===== config.mk =====
export PLATFORM = sky130hd
export DESIGN_NAME = spi_master_shift_engine_core
export DESIGN_NICKNAME = d
export VERILOG_FILES = /design/src/hdl/sms_pkg.sv /design/src/hdl/sms_out_buf.sv /design/src/hdl/spi_master_shift_engine_core.sv
export SDC_FILE = /design/constraint.sdc
export NUM_CORES = 1
export LEC_CHECK = 0
export BUFFER_PORTS_ARGS = -buffer_cell sky130_fd_sc_hd__buf_2
export CAP_MARGIN = 20
export CELL_PAD_IN_SITES_DETAIL_PLACEMENT = 1
export CELL_PAD_IN_SITES_GLOBAL_PLACEMENT = 2
export CORE_ASPECT_RATIO = 1.4
export CORE_MARGIN = 4
export CORE_UTILIZATION = 33
export CTS_CLUSTER_DIAMETER = 120
export DETAILED_ROUTE_END_ITERATION = 8
export HOLD_SLACK_MARGIN = 0.02
export PLACE_DENSITY = 0.86
export SLEW_MARGIN = 15
export SYNTH_ARGS = -nofsm -noshare
export SYNTH_HDL_FRONTEND = slang
export SYNTH_SLANG_ARGS = --single-unit

===== constraint.sdc =====
create_clock -name aclk -period 4.2 [get_ports aclk]
set_clock_uncertainty 0.1 [all_clocks]
set_input_delay 0.21 -clock aclk [delete_from_list [all_inputs] [get_ports aclk]]
set_output_delay 0.21 -clock aclk [all_outputs]
set_load 0.02 [all_outputs]

===== src/hdl/sms_pkg.sv =====
// Shared types and codes for the SPI master shift engine.
package sms_pkg;

    // Input command codes
    typedef enum logic [1:0] {
        CMD_TICK    = 2'd0,
        CMD_START   = 2'd1,
        CMD_SELECT  = 2'd2,
        CMD_RELEASE = 2'd3
    } sms_cmd_t;

    // Configuration register indexes (byte address = 4 * index)
    typedef enum logic [1:0] {
        REG_DIVIDER  = 2'd0,
        REG_POLARITY = 2'd1,
        REG_PHASE    = 2'd2,
        REG_LSB      = 2'd3
    } sms_reg_t;

    localparam int RX_DATA_BITS = 16;
    localparam int RES_BITS     = 24;
    localparam logic [15:0] DIVIDER_RESET = 16'd2;

    // One result transaction
    typedef struct packed {
        logic [RX_DATA_BITS-1:0] rx_data;
        logic                    done_res;
        logic                    busy_res;
        logic                    select_n;
        logic                    mosi;
        logic                    sclk;
    } sms_result_t;

endpackage


===== src/hdl/sms_out_buf.sv =====
// Output register with a skid stage for the result channel.
module sms_out_buf (
    input  logic                aclk,
    input  logic                aresetn,
    input  logic                in_valid,
    output logic                in_ready,
    input  sms_pkg::sms_result_t in_data,
    output logic                out_valid,
    input  logic                out_ready,
    output sms_pkg::sms_result_t out_data
);
    import sms_pkg::*;

    logic        main_valid_reg;
    logic        skid_valid_reg;
    sms_result_t main_data_reg;
    sms_result_t skid_data_reg;

    assign in_ready  = !skid_valid_reg;
    assign out_valid = main_valid_reg;
    assign out_data  = main_data_reg;

    // Valid flags
    always_ff @(posedge aclk) begin
        if (!aresetn) begin
            main_valid_reg <= 1'b0;
            skid_valid_reg <= 1'b0;
        end else if (out_ready || !main_valid_reg) begin
            if (skid_valid_reg) begin
                main_valid_reg <= 1'b1;
                skid_valid_reg <= 1'b0;
            end else begin
                main_valid_reg <= in_valid;
            end
        end else if (in_valid && !skid_valid_reg) begin
            skid_valid_reg <= 1'b1;
        end
    end

    // Payload, no reset needed
    always_ff @(posedge aclk) begin
        if (out_ready || !main_valid_reg) begin
            main_data_reg <= skid_valid_reg ? skid_data_reg : in_data;
        end else if (in_valid && !skid_valid_reg) begin
            skid_data_reg <= in_data;
        end
    end

    // Skid entry only exists behind a held main entry
    a_skid_behind_main: assert property (@(posedge aclk) disable iff (!aresetn)
        skid_valid_reg |-> main_valid_reg)
        else $error("skid entry without main entry");

    // Skid fills whenever a transaction arrives while the main entry is stalled
    a_skid_fill: assert property (@(posedge aclk) disable iff (!aresetn)
        (in_valid && in_ready && main_valid_reg && !out_ready) |=> skid_valid_reg)
        else $error("stalled transaction not captured in skid");

endmodule


===== src/hdl/spi_master_shift_engine_core.sv =====
// Top level of the SPI master shift engine: config port, shift state, result path.
//
//   channel   ports            contents
//   input     s_t*             one tick: cmd in tuser, tx_data/wide/miso in tdata
//   result    m_t*             pin levels, busy, done and received word per tick
//   config    APB p*           divider, CPOL, CPHA, bit order at 0x0/0x4/0x8/0xC
//
// One transaction is accepted per cycle while s_tready is high; its result is registered in the output buffer.
// The whole tick update is one combinational pass from the shift state to the
// result register; the skid stage keeps s_tready registered.
// Reset (aresetn low, synchronous) idles the engine: select released, SCLK low.
// A stalled result channel holds at most two results before s_tready drops.
module spi_master_shift_engine_core #(
    parameter int MAX_WORD_BITS = 16
) (
    input  logic        aclk,
    input  logic        aresetn,
    // input channel
    input  logic        s_tvalid,
    output logic        s_tready,
    input  logic [23:0] s_tdata,   // [15:0] tx_data, [16] wide, [17] miso, rest zero
    input  logic [1:0]  s_tuser,   // [1:0] cmd
    // result channel
    output logic        m_tvalid,
    input  logic        m_tready,
    output logic [23:0] m_tdata,   // [0] sclk, [1] mosi, [2] select_n, [3] busy_res,
                                   // [4] done_res, [20:5] rx_data, rest zero
    // configuration
    input  logic        psel,
    input  logic        penable,
    input  logic        pwrite,
    input  logic [3:0]  paddr,
    input  logic [31:0] pwdata,
    output logic [31:0] prdata,
    output logic        pready
);
    import sms_pkg::*;

    localparam int W   = MAX_WORD_BITS;
    localparam int BLW = $clog2(W + 1);

    // Configuration registers
    logic [15:0] div_reg;
    logic        cpol_reg;
    logic        cpha_reg;
    logic        lsb_reg;

    // Shift engine state
    logic [W-1:0]   tx_shift_reg,     tx_shift_next;
    logic [W-1:0]   rx_shift_reg,     rx_shift_next;
    logic [BLW-1:0] bits_left_reg,    bits_left_next;
    logic [15:0]    tick_count_reg,   tick_count_next;
    logic           second_half_reg,  second_half_next;
    logic           sclk_level_reg,   sclk_level_next;
    logic           mosi_level_reg,   mosi_level_next;
    logic           select_level_reg, select_level_next;
    logic           wide_mode_reg,    wide_mode_next;

    logic        accept;
    logic        cfg_we;
    sms_reg_t    cfg_idx;
    sms_cmd_t    cmd;
    logic [15:0] tx_data_in;
    logic        wide_in;
    logic        miso_in;

    logic [14:0]    half;
    logic [15:0]    tick_inc;
    logic           half_done;
    logic           busy;
    logic           start_load;
    logic [W-1:0]   full_mask;
    logic [W-1:0]   narrow_mask;
    logic [W-1:0]   cur_mask;
    logic [31:0]    data32;
    logic [W-1:0]   load_word;
    logic [W-1:0]   drv_src;
    logic           drv_wide;
    logic [W-1:0]   drv_mask;
    logic           drv_mosi;
    logic [W-1:0]   drv_tx;
    logic [W-1:0]   smp_tmp;
    logic [W-1:0]   smp_rx;
    logic [31:0]    rx32;
    logic           done;
    logic [15:0]    rx_out;
    logic           buf_ready;
    sms_result_t    res_next;
    sms_result_t    res_out;

    // Field unpacking
    assign cmd        = sms_cmd_t'(s_tuser);
    assign tx_data_in = s_tdata[15:0];
    assign wide_in    = s_tdata[16];
    assign miso_in    = s_tdata[17];
    assign accept     = s_tvalid && buf_ready;
    assign s_tready   = buf_ready;

    // APB register port
    assign pready  = 1'b1;
    assign cfg_we  = psel && penable && pwrite;
    assign cfg_idx = sms_reg_t'(paddr[3:2]);

    always_ff @(posedge aclk) begin
        if (!aresetn) begin
            div_reg  <= DIVIDER_RESET;
            cpol_reg <= 1'b0;
            cpha_reg <= 1'b0;
            lsb_reg  <= 1'b0;
        end else if (cfg_we) begin
            unique case (cfg_idx)
                REG_DIVIDER:  div_reg  <= pwdata[15:0];
                REG_POLARITY: cpol_reg <= pwdata[0];
                REG_PHASE:    cpha_reg <= pwdata[0];
                REG_LSB:      lsb_reg  <= pwdata[0];
                default:      ;
            endcase
        end
    end

    always_comb begin
        prdata = '0;
        unique case (cfg_idx)
            REG_DIVIDER:  prdata = {16'd0, div_reg};
            REG_POLARITY: prdata = {31'd0, cpol_reg};
            REG_PHASE:    prdata = {31'd0, cpha_reg};
            REG_LSB:      prdata = {31'd0, lsb_reg};
            default:      prdata = '0;
        endcase
    end

    // Half period timing
    assign half      = (div_reg[15:1] == 15'd0) ? 15'd1 : div_reg[15:1];
    assign tick_inc  = tick_count_reg + 16'd1;
    assign half_done = tick_inc >= {1'b0, half};
    assign busy      = bits_left_reg != '0;
    assign start_load = !busy && (cmd == CMD_START);

    // Word masks and load word
    assign full_mask   = '1;
    assign narrow_mask = W'(8'hFF);
    assign cur_mask    = wide_mode_reg ? full_mask : narrow_mask;
    assign data32      = {16'd0, tx_data_in};
    assign load_word   = data32[W-1:0] & (wide_in ? full_mask : narrow_mask);

    // Transmit bit drive, shared by start and edge ticks
    assign drv_src  = start_load ? load_word : tx_shift_reg;
    assign drv_wide = start_load ? wide_in : wide_mode_reg;
    assign drv_mask = drv_wide ? full_mask : narrow_mask;
    assign drv_mosi = lsb_reg ? drv_src[0] : (drv_wide ? drv_src[W-1] : drv_src[7]);
    assign drv_tx   = lsb_reg ? (drv_src >> 1) : ((drv_src << 1) & drv_mask);

    // Receive bit sample
    always_comb begin
        smp_tmp = rx_shift_reg >> 1;
        if (wide_mode_reg) begin
            smp_tmp[W-1] = miso_in;
        end else begin
            smp_tmp[7] = miso_in;
        end
        if (lsb_reg) begin
            smp_rx = smp_tmp & cur_mask;
        end else begin
            smp_rx = ((rx_shift_reg << 1) | W'(miso_in)) & cur_mask;
        end
    end

    // Tick update
    always_comb begin
        tx_shift_next     = tx_shift_reg;
        rx_shift_next     = rx_shift_reg;
        bits_left_next    = bits_left_reg;
        tick_count_next   = tick_count_reg;
        second_half_next  = second_half_reg;
        sclk_level_next   = sclk_level_reg;
        mosi_level_next   = mosi_level_reg;
        select_level_next = select_level_reg;
        wide_mode_next    = wide_mode_reg;
        done              = 1'b0;
        rx32              = '0;

        if (cmd == CMD_SELECT) begin
            select_level_next = 1'b0;
        end else if (cmd == CMD_RELEASE) begin
            select_level_next = 1'b1;
        end

        if (busy) begin
            tick_count_next = tick_inc;
            if (half_done) begin
                tick_count_next = '0;
                if (!second_half_reg) begin
                    // leading edge
                    second_half_next = 1'b1;
                    sclk_level_next  = !cpol_reg;
                    if (cpha_reg) begin
                        mosi_level_next = drv_mosi;
                        tx_shift_next   = drv_tx;
                    end else begin
                        rx_shift_next = smp_rx;
                    end
                end else begin
                    // trailing edge
                    second_half_next = 1'b0;
                    sclk_level_next  = cpol_reg;
                    if (cpha_reg) begin
                        rx_shift_next = smp_rx;
                    end
                    bits_left_next = bits_left_reg - BLW'(1);
                    if (bits_left_reg == BLW'(1)) begin
                        done = 1'b1;
                        rx32 = 32'(rx_shift_next & cur_mask);
                    end else if (!cpha_reg) begin
                        mosi_level_next = drv_mosi;
                        tx_shift_next   = drv_tx;
                    end
                end
            end
        end else if (start_load) begin
            wide_mode_next   = wide_in;
            rx_shift_next    = '0;
            bits_left_next   = wide_in ? BLW'(W) : BLW'(8);
            tick_count_next  = '0;
            second_half_next = 1'b0;
            sclk_level_next  = cpol_reg;
            if (!cpha_reg) begin
                mosi_level_next = drv_mosi;
                tx_shift_next   = drv_tx;
            end else begin
                tx_shift_next = load_word;
            end
        end else begin
            sclk_level_next = cpol_reg;
        end
    end

    assign rx_out = rx32[15:0];

    // State registers
    always_ff @(posedge aclk) begin
        if (!aresetn) begin
            tx_shift_reg     <= '0;
            rx_shift_reg     <= '0;
            bits_left_reg    <= '0;
            tick_count_reg   <= '0;
            second_half_reg  <= 1'b0;
            sclk_level_reg   <= 1'b0;
            mosi_level_reg   <= 1'b0;
            select_level_reg <= 1'b1;
            wide_mode_reg    <= 1'b0;
        end else if (accept) begin
            tx_shift_reg     <= tx_shift_next;
            rx_shift_reg     <= rx_shift_next;
            bits_left_reg    <= bits_left_next;
            tick_count_reg   <= tick_count_next;
            second_half_reg  <= second_half_next;
            sclk_level_reg   <= sclk_level_next;
            mosi_level_reg   <= mosi_level_next;
            select_level_reg <= select_level_next;
            wide_mode_reg    <= wide_mode_next;
        end
    end

    // Result transaction
    always_comb begin
        res_next.rx_data  = rx_out;
        res_next.done_res = done;
        res_next.busy_res = bits_left_next != '0;
        res_next.select_n = select_level_next;
        res_next.mosi     = mosi_level_next;
        res_next.sclk     = sclk_level_next;
    end

    sms_out_buf u_out_buf (
        .aclk      (aclk),
        .aresetn   (aresetn),
        .in_valid  (s_tvalid),
        .in_ready  (buf_ready),
        .in_data   (res_next),
        .out_valid (m_tvalid),
        .out_ready (m_tready),
        .out_data  (res_out)
    );

    assign m_tdata = {3'd0, res_out};

    // Bit counter never exceeds the word length
    a_bits_bound: assert property (@(posedge aclk) disable iff (!aresetn)
        bits_left_reg <= BLW'(W))
        else $error("bit counter out of range");

    // Done only on the tick that completes the last bit
    a_done_last: assert property (@(posedge aclk) disable iff (!aresetn)
        (accept && res_next.done_res) |-> (bits_left_reg == BLW'(1) && second_half_reg))
        else $error("done raised before last bit");

    // Without an edge the bit count holds
    a_no_edge_hold: assert property (@(posedge aclk) disable iff (!aresetn)
        (accept && busy && !half_done) |=> (bits_left_reg == $past(bits_left_reg)))
        else $error("bit count moved without an SCLK edge");

endmodule

## Word-level counts from Yosys, hierarchy flattened

Cells that the tools add are included.

- Register bits: 121
- Bits in latches: 0
- Memory bits (writable): 0
- Bits in read-only memories: 0
- Output and inout port bits: 59
- Logic and storage cells: 139
- Memories: 0

- $add $sub $neg: 2
- Multiply operators: 0
- Divide/modulo/power cells: 0
- Magnitude comparators: 1
- Equality and inequality tests: 12
- Shift-type cells: 0
- Multiplexer cells: 63
- Bitwise operators: 9
- Reductions and logical operators: 25

Operators by type and width:

| cell | number |
|---|---|
| two-way mux 16 bit | 29 |
| one-hot mux 32 bit (4 select lines) | 1 |
| AND 16 bit | 5 |
| two-way mux 1 bit | 26 |
| two-way mux 5 bit | 5 |
| two-way mux 21 bit | 1 |
| adder 16 x 1 -> 16 bit, second input constant | 1 |
| >= comparator 16 x 15 -> 1 bit | 1 |
| bitwise OR 16 x 1 -> 16 bit | 1 |
| zero test 15 bit | 1 |
| two-way mux 15 bit | 1 |
| AND reduction 2 bit | 7 |
| != test 3 bit, second input constant | 4 |
| nonzero test 5 bit | 2 |
| equality test 2 bit, second input constant | 4 |
| AND reduction 6 bit | 1 |
| equality test 5 x 1 -> 1 bit, second input constant | 1 |
| subtractor 5 x 1 -> 5 bit, second input constant | 1 |
| equality test 2 x 1 -> 1 bit, second input constant | 2 |
| logical AND 1 bit | 4 |
| zero test 1 bit | 4 |
| AND reduction 4 bit | 1 |
| NOT 1 bit | 3 |
| AND reduction 3 bit | 1 |
| 5 further kinds | 5 |

## Depth between registers and ports, before layout

- Word-level depth: 13
- Gate-level depth with buffers: 18
- Gate-level depth less buffers: 15

## Cells and area by module

Synthesis repeated with hierarchy kept, for this count alone.

- Cells, all modules: 715
- Area, all modules: 6,780.3 µm²

By module, submodules not included:

| module | instances | cells each | area an instance (µm²) | seq. area each (µm²) |
|---|---|---|---|---|
| spi_master_shift_engine_core | 1 | 641 | 5,088.6 | 1,541.5 |
| sms_out_buf | 1 | 74 | 1,691.6 | 1,301.2 |

## Least setup slack after synthesis

Ideal clock, no wire load.

- Path type: register to register
- From: reg tick_count_reg[0]
- To: reg u_out_buf.main_data_reg, in the netlist u_out_buf.out_data[1] (data pin)
- Library setup time: 0.260 ns
- Data arrival time: 3.466 ns
- Required time: 3.840 ns
- Path slack: 0.374 ns
- Cell stages (with the launch flop): 16
- Path buffers: 0
- Period minus slack after synthesis: 3.826 ns
- Cells stage by stage: dfxtp_1 ha_1 nand3_1 nor2_1 nand4_1 inv_1 nand3_1 xnor2_1 ha_1 and3_4 a221o_1 a31oi_2 o211ai_2 a32oi_1 mux2_2 mux2_2

- Cells in the longest elaborated chain, start to end: 5

RTL lines:

| what | RTL line | RTL |
|---|---|---|
| start, declared | spi_master_shift_engine_core.sv:52 | `logic [15:0] tick_count_reg, tick_count_next;` |
| start signal, assigned | spi_master_shift_engine_core.sv:255 | `tick_count_reg <= tick_count_next;` |
| adder 16 x 1 -> 16 bit | spi_master_shift_engine_core.sv:134 | `assign tick_inc = tick_count_reg + 16'd1;` |
| >= comparator 16 x 15 -> 1 bit | spi_master_shift_engine_core.sv:135 | `assign half_done = tick_inc >= {1'b0, half};` |
| two-way mux 1 bit | spi_master_shift_engine_core.sv:190 | `if (half_done) begin` |
| two-way mux 1 bit | spi_master_shift_engine_core.sv:188 | `if (busy) begin` |
| named net mosi_level_next | spi_master_shift_engine_core.sv:55 | `logic mosi_level_reg, mosi_level_next;` |
| two-way mux 21 bit | sms_out_buf.sv:43 | `main_data_reg <= skid_valid_reg ? skid_data_reg : in_data;` |
| end signal, assigned | sms_out_buf.sv:43 |  |
| end, declared | sms_out_buf.sv:16 | `sms_result_t main_data_reg;` |

The timed path passes the listed nets, and every way through them passes these cells.
A chain may end at the register's enable or synchronous reset.

## Worst setup path after layout

Same ends and word-level chain as after synthesis.

==> flow_summary.ini <==
[hold_path]
worstHoldEndpoint = wide_mode_reg
hp-start = s_tdata[16]
hp-class = in -> reg
hold_path_depth = 3

[place]
port_buffers = 83
dp_cells = 1084
dp_slack_ns = 0.0945
place_area_um2 = 7350
place_hpwl_um = 13000
place.gp.congestion = 0.801

[floorplan]
core-area_um2 = 20100
fp-row-count = 61
die_y_um = 178
boundaryPins = 128
initial_core_util_pct = 33.9
dieArea_um2 = 23000
die_w_um = 129

[detailed_routing]
vias = 5960
initialDrtViolationCount = 362
dr.pass1.iters = 4
drcViolationCount = 0
via_per_inst = 5.21
wire_per_inst_um = 16.5
drt-total-wl_um = 18900
postRouteAntennaNets = 0

[critical_path]
reg2reg_to = u_out_buf.out_data[1]
rrSetupSlack_ns = 0.14
r2r_start = tick_count_reg[0]
critical_path_class = reg -> reg
setup.worst_path.start_class = register
reg2reg_depth = 15
worstPathArrival_ns = 4.13
cp-end-kind = register
required_ns = 4.27
worstPathMaxFanout = 5

[timing]
worst_slew_pin_slew_ns = 1.05
setup_ws_ns = 0.140
setup_viol = 0
fin_setup_tns_ns = 0
drv_slew = 0
fmax_ghz = 0.246
finalHoldViolCount = 0
maxSlewHeadroom_pct = 30.0
finalCriticalPeriod_ns = 4.06
finalCritPeriodShare_pct = 96.7

[synthesis]
synth_enable_flop_cells = 42
synth-main-ff-cell = dfxtp_1
synthArstFlopShare_pct = 0
synth_cells = 784
synth_warnings = 0
ys_types = 71
syn_area_per_cell_um2 = 8.68
netlist_area_um2 = 6800
synth_seq_cells = 121
seq_area_frac_synth_pct = 41.8

[power]
power_frac_seq_pct = 42.4
clkPwrFrac_pct = 43.9
power_leakage_nw = 3.13
p_int_mw = 2.20
p_sw_share_pct = 27.7
p_per_area_nw_per_um2 = 372
power_mw = 3.04
p_switching_uw = 842
combinationalPowerShare_pct = 13.7
ir_drop_v = 0.000286

[grt]
gr-total-overflow = 0
use_met1_pct = 19.2
grtUsageMet2_pct = 30.9
busiest_layer = met2
use_met3_pct = 2.74
grt_usage_pct = 16.7
grt_pass1_wl_um = 30900
grt_pass1_vias = 6214
grt_max_degree = 41
antenna_found_initial = 0

[finish]
antennaDiodeCount = 0
drive_gt1_share_pct = 19.5
fin_cells = 1143
area_delta_synth_final_pct = 20.2
final_cell_mix = nand2_1 (119), nor2_1 (84), buf_2 (83)
final_common_cell = nand2_1
design_area_um2 = 8170
final_nets = 965

[cts]
cts_sinks = 121
cts_max_level = 4
cts.clk_slew.worst_paths_ns = 0.06
clockRootBuffer = clkbuf_16
clock_latency_ns = 0.43
clock_path_buffers = 2
cts_tree = built
cts_buffers = 17

[run_status]
outcome = completed

[run]
maxCapViolCount = 0
[Yosys cell counts, types with 3 or more instances]
cell,count,area [µm²]
buf_4,21,158
buf_6,6,67.6
nor4_1,4,25.0
nor2b_1,6,37.5
nor2_1,85,319
buf_2,7,35.0
o211ai_1,3,22.5
and2_1,7,43.8
nand2b_1,3,18.8
nand3_1,25,125
a211oi_1,8,60.1
a221oi_1,4,35.0
clkbuf_1,34,128
mux2i_1,18,180
nor3_1,19,95.1
inv_1,22,82.6
xor2_1,6,52.6
ha_1,18,225
mux2_2,15,169
o21a_1,16,120
nand2_1,119,447
and3_1,22,138
o22ai_1,6,37.5
xnor2_1,10,87.6
nand4_1,7,43.8
o31ai_1,11,82.6
buf_1,4,15.0
or3_1,4,25.0
o21ai_0,24,120
a41oi_1,3,26.3
a21oi_1,64,320
a211oi_2,3,37.5
nand3b_1,3,22.5
a22oi_1,5,37.5
a21o_1,5,37.5
edfxtp_1,42,1260
dfxtp_1,79,1580
a311oi_1,5,43.8
[power groups by stage]
stage / sequential, mW / clock (mW) / combinational, mW
after floorplan: 1.33 / 0 / 0.282
after global placement: 1.31 / 0 / 0.389
after CTS: 1.29 / 1.36 / 0.415
after detailed placement: 1.31 / 0 / 0.395
final: 1.29 / 1.34 / 0.415
after global routing: 1.29 / 1.42 / 0.457
[how the worst max path moves through the flow]
stage / from / to / slack (ns) / cells after the start
floorplan: tick_count_reg[0] / u_out_buf.out_data[1] / 0.37 / 15
global placement: tick_count_reg[0] / u_out_buf.out_data[3] / 0.14 / 16
detailed placement: tick_count_reg[0] / u_out_buf.out_data[1] / 0.09 / 15
CTS: tick_count_reg[0] / u_out_buf.out_data[1] / 0.07 / 15
global route: tick_count_reg[0] / tx_shift_reg[12] / -0.03 / 16
finish: tick_count_reg[0] / u_out_buf.out_data[1] / 0.14 / 15
[layout make-up]
cell class                 instances  area [µm²]
clock inverter                    10        71.3
multi-input combinational        585        3550
sequential                       121        2840
fill                            2391       11900
inverter                          24        90.1
clock buffer                      22         465
timing repair buffer             129         833
tap                              252         315
[critical path, stage by stage (launching register included)]
cell and delay, ns:
dfxtp_1 0.42, ha_1 0.21, nand3_1 0.14, nor2_2 0.15
nand4_1 0.11, buf_4 0.17, nor2_1 0.10, xor2_1 0.22
ha_1 0.28, and3_4 0.16, a221o_1 0.35, a31oi_2 0.28
o211ai_2 0.18, a32oi_2 0.28, mux2_2 0.39, mux2_2 0.26
[per-layer routing]
metal | wire [µm] | up-vias | share of wire, %
met5 | 0 | - | 0
met4 | 349 | 0 | 1.8
met3 | 746 | 24 | 3.9
met2 | 10000 | 123 | 53
met1 | 7780 | 2867 | 41
li1 | - | 2946 | -
[what timing repair did]
action                     in CTS  in global routing
setup buffers                   0                  3
hold buffers                   24                  0
hold endpoints to repair       27                  0
gates resized for setup         0                  5
setup endpoints to repair       0                 33
[logic make-up (layout without fill, tap and decap cells)]
| kind of cell | count (synthesis) | in the layout | synth area share (%) |
|---|---|---|---|
| flip-flops | 121 | 121 | 41.8 |
| XOR/XNOR | 16 | 16 | 2.06 |
| AO/OA/AOI/OAI | 177 | 177 | 17.3 |
| multiplexers | 36 | 36 | 6.18 |
| AND/OR/NAND/NOR | 318 | 318 | 22.0 |
| other | 2 | 20 | 0.110 |
| adder cells (fa/ha/maj) | 18 | 18 | 3.31 |
| buffers and inverters | 96 | 185 | 7.25 |
[per-stage QoR]
stage | hold slack (ns) | util [%]
CTS | 0.0711 | 40.5
detailed placement | 0.330 | 36.6
floorplan | 0.234 | -
finish | 0.0878 | 40.7
global route | 0.0723 | 40.7
global placement | 0.323 | 36.6
No activity file was read; power rests on OpenSTA's default activity.
